### src/sv/eht_pkg.sv
// Shared types and codes for the extendible hash table.
`timescale 1ns / 1ps
`default_nettype none
package eht_pkg;

    // Operation codes carried by a request.
    typedef enum logic [1:0] {
        OP_FIND   = 2'd0,
        OP_INSERT = 2'd1,
        OP_REMOVE = 2'd2
    } t_opcode;

    // Result status codes.
    typedef enum logic [1:0] {
        ST_OK   = 2'd0,
        ST_MISS = 2'd1,
        ST_FULL = 2'd2
    } t_status;

    // One request.
    typedef struct packed {
        logic [1:0]         opcode;
        logic signed [31:0] key;
        logic [31:0]        new_value;
    } t_req;

    // One result.
    typedef struct packed {
        logic [1:0]  status;
        logic [31:0] found_value;
        logic [2:0]  global_depth;
        logic [6:0]  bucket_count;
        logic [2:0]  key_local_depth;
    } t_rsp;

    // Controller states.
    typedef enum logic [4:0] {
        S_CLR, S_IDLE, S_DIR_RD, S_BKT_RD, S_BKT_LAT, S_SC_RD, S_SC_CMP, S_RM_WR,
        S_DBL_RD, S_DBL_WR, S_SPL_INIT, S_SPL_DEP, S_SPL_RD, S_SPL_CMP,
        S_SPL_MV1, S_SPL_MV2, S_DIRW, S_FIL_OB, S_FIL_NB, S_DONE
    } t_state;

    // Datapath micro-operations.
    typedef enum logic [4:0] {
        U_NOP, U_CLR, U_LATCH, U_DIR_RD, U_BKT_RD, U_BKT_LAT, U_SC_RD, U_SC_CMP,
        U_RM_WR, U_DBL_RD, U_DBL_WR, U_SPL_INIT, U_SPL_DEP, U_SPL_RD, U_SPL_CMP,
        U_SPL_MV1, U_SPL_MV2, U_DIRW, U_FIL_OB, U_FIL_NB, U_DONE
    } t_uop;

    // Command from the controller to the datapath.
    typedef struct packed {
        t_uop uop;
    } t_cmd;

    // Status flags from the datapath to the controller.
    typedef struct packed {
        logic clr_done;
        logic op_valid;
        logic is_ins;
        logic is_rem;
        logic scan_end;
        logic key_hit;
        logic can_append;
        logic need_double;
        logic at_max;
        logic no_bucket;
        logic dir_end;
        logic spl_end;
        logic spl_hit;
        logic out_free;
    } t_stat;

endpackage
`default_nettype wire

### src/sv/eht_ctrl.sv
// Sequencing state machine for the extendible hash table.
`timescale 1ns / 1ps
`default_nettype none
module eht_ctrl (
    input  wire logic          i_clk,
    input  wire logic          i_rst_n,
    input  wire logic          i_in_valid,
    input  wire eht_pkg::t_stat i_stat,
    output logic               o_in_ready,
    output eht_pkg::t_cmd      o_cmd
);
    import eht_pkg::*;

    t_state r_state;
    t_state n_state;

    // State register; reset starts the clearing pass.
    always_ff @(posedge i_clk) begin
        if (!i_rst_n) begin
            r_state <= S_CLR;
        end else begin
            r_state <= n_state;
        end
    end

    // Next state and command.
    always_comb begin
        n_state    = r_state;
        o_cmd.uop  = U_NOP;
        o_in_ready = 1'b0;
        unique case (r_state)
            S_CLR: begin
                o_cmd.uop = U_CLR;
                if (i_stat.clr_done) n_state = S_IDLE;
            end
            S_IDLE: begin
                o_in_ready = 1'b1;
                if (i_in_valid) begin
                    o_cmd.uop = U_LATCH;
                    n_state   = S_DIR_RD;
                end
            end
            S_DIR_RD: begin
                o_cmd.uop = U_DIR_RD;
                n_state   = S_BKT_RD;
            end
            S_BKT_RD: begin
                o_cmd.uop = U_BKT_RD;
                n_state   = S_BKT_LAT;
            end
            S_BKT_LAT: begin
                o_cmd.uop = U_BKT_LAT;
                n_state   = i_stat.op_valid ? S_SC_RD : S_DONE;
            end
            S_SC_RD: begin
                o_cmd.uop = U_SC_RD;
                priority if (!i_stat.scan_end) n_state = S_SC_CMP;
                else if (!i_stat.is_ins)        n_state = S_DONE;
                else if (i_stat.can_append)     n_state = S_DONE;
                else if (i_stat.need_double)    n_state = i_stat.at_max ? S_DONE : S_DBL_RD;
                else                            n_state = S_SPL_INIT;
            end
            S_SC_CMP: begin
                o_cmd.uop = U_SC_CMP;
                if (i_stat.key_hit) n_state = i_stat.is_rem ? S_RM_WR : S_DONE;
                else                n_state = S_SC_RD;
            end
            S_RM_WR: begin
                o_cmd.uop = U_RM_WR;
                n_state   = S_DONE;
            end
            S_DBL_RD: begin
                o_cmd.uop = U_DBL_RD;
                n_state   = i_stat.dir_end ? S_SPL_INIT : S_DBL_WR;
            end
            S_DBL_WR: begin
                o_cmd.uop = U_DBL_WR;
                n_state   = S_DBL_RD;
            end
            S_SPL_INIT: begin
                o_cmd.uop = U_SPL_INIT;
                n_state   = i_stat.no_bucket ? S_DONE : S_SPL_DEP;
            end
            S_SPL_DEP: begin
                o_cmd.uop = U_SPL_DEP;
                n_state   = S_SPL_RD;
            end
            S_SPL_RD: begin
                o_cmd.uop = U_SPL_RD;
                n_state   = i_stat.spl_end ? S_DIRW : S_SPL_CMP;
            end
            S_SPL_CMP: begin
                o_cmd.uop = U_SPL_CMP;
                n_state   = i_stat.spl_hit ? S_SPL_MV1 : S_SPL_RD;
            end
            S_SPL_MV1: begin
                o_cmd.uop = U_SPL_MV1;
                n_state   = S_SPL_MV2;
            end
            S_SPL_MV2: begin
                o_cmd.uop = U_SPL_MV2;
                n_state   = S_SPL_RD;
            end
            S_DIRW: begin
                o_cmd.uop = U_DIRW;
                if (i_stat.dir_end) n_state = S_FIL_OB;
            end
            S_FIL_OB: begin
                o_cmd.uop = U_FIL_OB;
                n_state   = S_FIL_NB;
            end
            S_FIL_NB: begin
                o_cmd.uop = U_FIL_NB;
                n_state   = S_DIR_RD;
            end
            S_DONE: begin
                o_cmd.uop = U_DONE;
                if (i_stat.out_free) n_state = S_IDLE;
            end
            default: n_state = S_IDLE;
        endcase
    end

endmodule
`default_nettype wire

### config.mk
export PLATFORM = sky130hd
export DESIGN_NAME = eht_ctrl
export DESIGN_NICKNAME = d
export VERILOG_FILES = /design/src/sv/eht_pkg.sv /design/src/sv/eht_ctrl.sv
export SDC_FILE = /design/constraint.sdc
export NUM_CORES = 1
export LEC_CHECK = 0
export ABC_AREA = 1
export BUFFER_PORTS_ARGS = -buffer_cell sky130_fd_sc_hd__buf_2
export CORE_ASPECT_RATIO = 1.4
export CORE_MARGIN = 4
export CORE_UTILIZATION = 35
export DETAILED_ROUTE_END_ITERATION = 10
export PLACE_DENSITY_LB_ADDON = 0.05
export SYNTH_ARGS = -nofsm -noshare
export SYNTH_HDL_FRONTEND = slang
export SYNTH_SLANG_ARGS = --single-unit
### constraint.sdc
create_clock -name i_clk -period 3.89 [get_ports i_clk]
set_input_delay 0.389 -clock i_clk [delete_from_list [all_inputs] [get_ports i_clk]]
set_output_delay 0.389 -clock i_clk [all_outputs]
set_load 0.01 [all_outputs]
==> run summary <==
# diodes - 0
Worst Setup End Kind - output pin
Sequential area share after synthesis - 13.9%
Gr usage total - 19.3%
Width of the die - 46.3 um
R2R Path End - r_state[0]
Ys Warns - 0
GR Util met2 - 33.3%
DPL Wire Length - 2.00 mm
Biggest regs - r_state x5
Clock Path Buffers - 2
Antenna violations before repair - 0
Final hold violations - 0
Biggest area consumer among synthesized cells - nand2_1
Largest net degree at the start of global routing - 15
Worst-Margin Slew - 445 ps
Setup TNS - 0 ps
Num rows - 19
Num CTS Buffers - 3
RR Startpoint - r_state[3]
Syn_area_per_cell - 5.07 um2
Hold_ws - 422 ps
GP Congestion - 1.01
Final WL - 2.38 mm
Number of max-cap violations - 0
Final Instance Count excl. Fillers - 187
Synthesized area - 719 um2
Starting Density - 36.9%
Final worst-path cycle share - 54.2%
P_leak - 0.000484 uW
Critical Path RT - 3500 ps
Hold Startpoint - i_rst_n
Skew final - 0.167 ps
Number of hold buffers added after CTS - 0
Register bit total from synthesis - 5
Vias in the first global route - 938
R2R cell count - 9
Setup violators final - 0
Drt first pass iters - 4
GR peak layer - met2
Number of port buffers - 22
Worst-Skew Late Latency - 240 ps
Synth area leaders - nand2_1 21%, nor2_1 14%, dfxtp_1 14%
Max reg flops - 5
Largest Register - r_state
Total number of vias - 985
Slew headroom - 70.3%
Syn Nets - 159
Max Fanout on Critical Path - 14
H-tree levels - 1
Worst hold path stage count - 3
Met1 global-route usage - 22.7%
Placed Cells - 183
Core area - 1950 um2
Fin crit period - 2110 ps
Nets - 184
Met3 Resource Use GR - 5.26%
Vias/cell - 5.27
Fill count - 253
Initial DRC count - 39
Hold Crit Class - input pin to flop
Library cells used by synthesis - 20
Worst setup SP type - flop
Primary FF master, synth - dfxtp_1
Max Transition Viols Final - 0
First-pass GRT wire length - 4.05 mm
CTS tree - done
Clock Pin Slew Worst Setup and Hold Paths - 40 ps
Routed Antenna Nets - 0
Clk root buf - clkbuf_4
DR WL/cell - 12.7 um
Post-CTS Resized - 0
Share of Yosys cell area claimed by the top area cell type - 20.9%
Layout cell share with drive strength beyond 1 - 19.9%
# DRC - 0
Synthesis-to-finish area growth - 20.3%
Fmax - 474 MHz
Die Ht - 61.6 um
IO Count - 23
Pwr dens - 350 nW/um2
Signal arrival time at the worst endpoint - 1720 ps
Post-CTS Setup Inserts - 0
Peak supply drop - 0.195 mV
RSZ-0062 raised after global routing - no
Outcome - finished, final reports clean
R2r setup slk - 2260 ps
Clock sink count - 5
Post-synth EDFFs - 0
Hold EP - r_state[0]
Setup Crit Path Kind - flop to output pin
Die area - 2860 um2
Asr flop ratio synth - 0%
Total gr overflow - 0
Cells after synthesis - 142
==> final cells by class <==
cell class	instances	area (um2)	area share (%)
well taps	21	26.3	3.03
multi-input cells	116	532	61.4
flip-flops and latches	5	100	11.6
inverters	19	71.3	8.24
clock buffers	4	26.3	3.03
repair buffers	22	110	12.7
==> critical path, cell delays in order, from the launching register on <==
cell	delay, ps
dfxtp_1	590
inv_1	170
nand3_1	200
a21oi_1	120
nor2_1	160
nand4_1	100
buf_2	150
==> metal layers <==
layer  wire length, um  up-vias
met4                82        0
met3               175        7
met5                 0        -
li1                  -      506
met1               970      423
met2              1150       49
==> stage by stage <==
| step | worst slack [ps] | instance area [um2] | power, uW | util, % |
|---|---|---|---|---|
| final | 1780 | 866 | 303 | 44.4 |
| after global routing | 1610 | 866 | 339 | 44.4 |
| after CTS | 1810 | 866 | 303 | 44.4 |
| after detailed placement | 2070 | 840 | 242 | 43.1 |
| after global placement | 2140 | 840 | 242 | 43.1 |
| after floorplan | 2330 | 719 | 189 | - |
==> where the power goes <==
part | internal, uW | switching (uW)
clock | 38.7 | 19.6
sequential | 58.6 | 17.0
combinational | 55.7 | 113
total | 153 | 150
==> cell usage in the layout (no fill, tap or decap), types with 3 or more instances in the layout <==
cell type,count
o21ai_0,8
nor3_1,3
inv_1,17
nor2_1,27
clkbuf_4,3
a21oi_1,7
nand4_1,4
nor2_2,3
nand2_1,40
nand3_1,14
dfxtp_1,5
buf_2,22
==> logic make-up after synthesis <==
| family | after synthesis | synth area share, % |
|---|---|---|
| flip-flops | 5 | 13.9 |
| AO/OA/AOI/OAI | 19 | 14.6 |
| buffers and inverters | 21 | 12.2 |
| AND/OR/NAND/NOR | 97 | 59.3 |
==> cell usage after synthesis, drive strengths merged (2+ instances only) <==
library cell	instances
nand2	42
nor2	31
inv	19
nand3	14
o21ai	8
a21oi	7
dfxtp	5
nand4	4
nor3	3
buf	2
nor3b	2
o22ai	2
==> worst max-delay path by stage <==
| stage | end | start | slack (ps) | cells after the start |
|---|---|---|---|---|
| 3_5_place_dp | o_cmd[2] | r_state[4] | 2070 | 6 |
| 4_1_cts | o_cmd[2] | r_state[4] | 1810 | 6 |
| 2_1_floorplan | o_cmd[1] | r_state[4] | 2330 | 3 |
| 5_1_grt | o_cmd[3] | r_state[4] | 1610 | 6 |
| 6_report | o_cmd[2] | r_state[4] | 1780 | 6 |
| 3_3_place_gp | o_cmd[3] | r_state[4] | 2140 | 6 |
No activity file was read; power rests on OpenSTA's default activity.
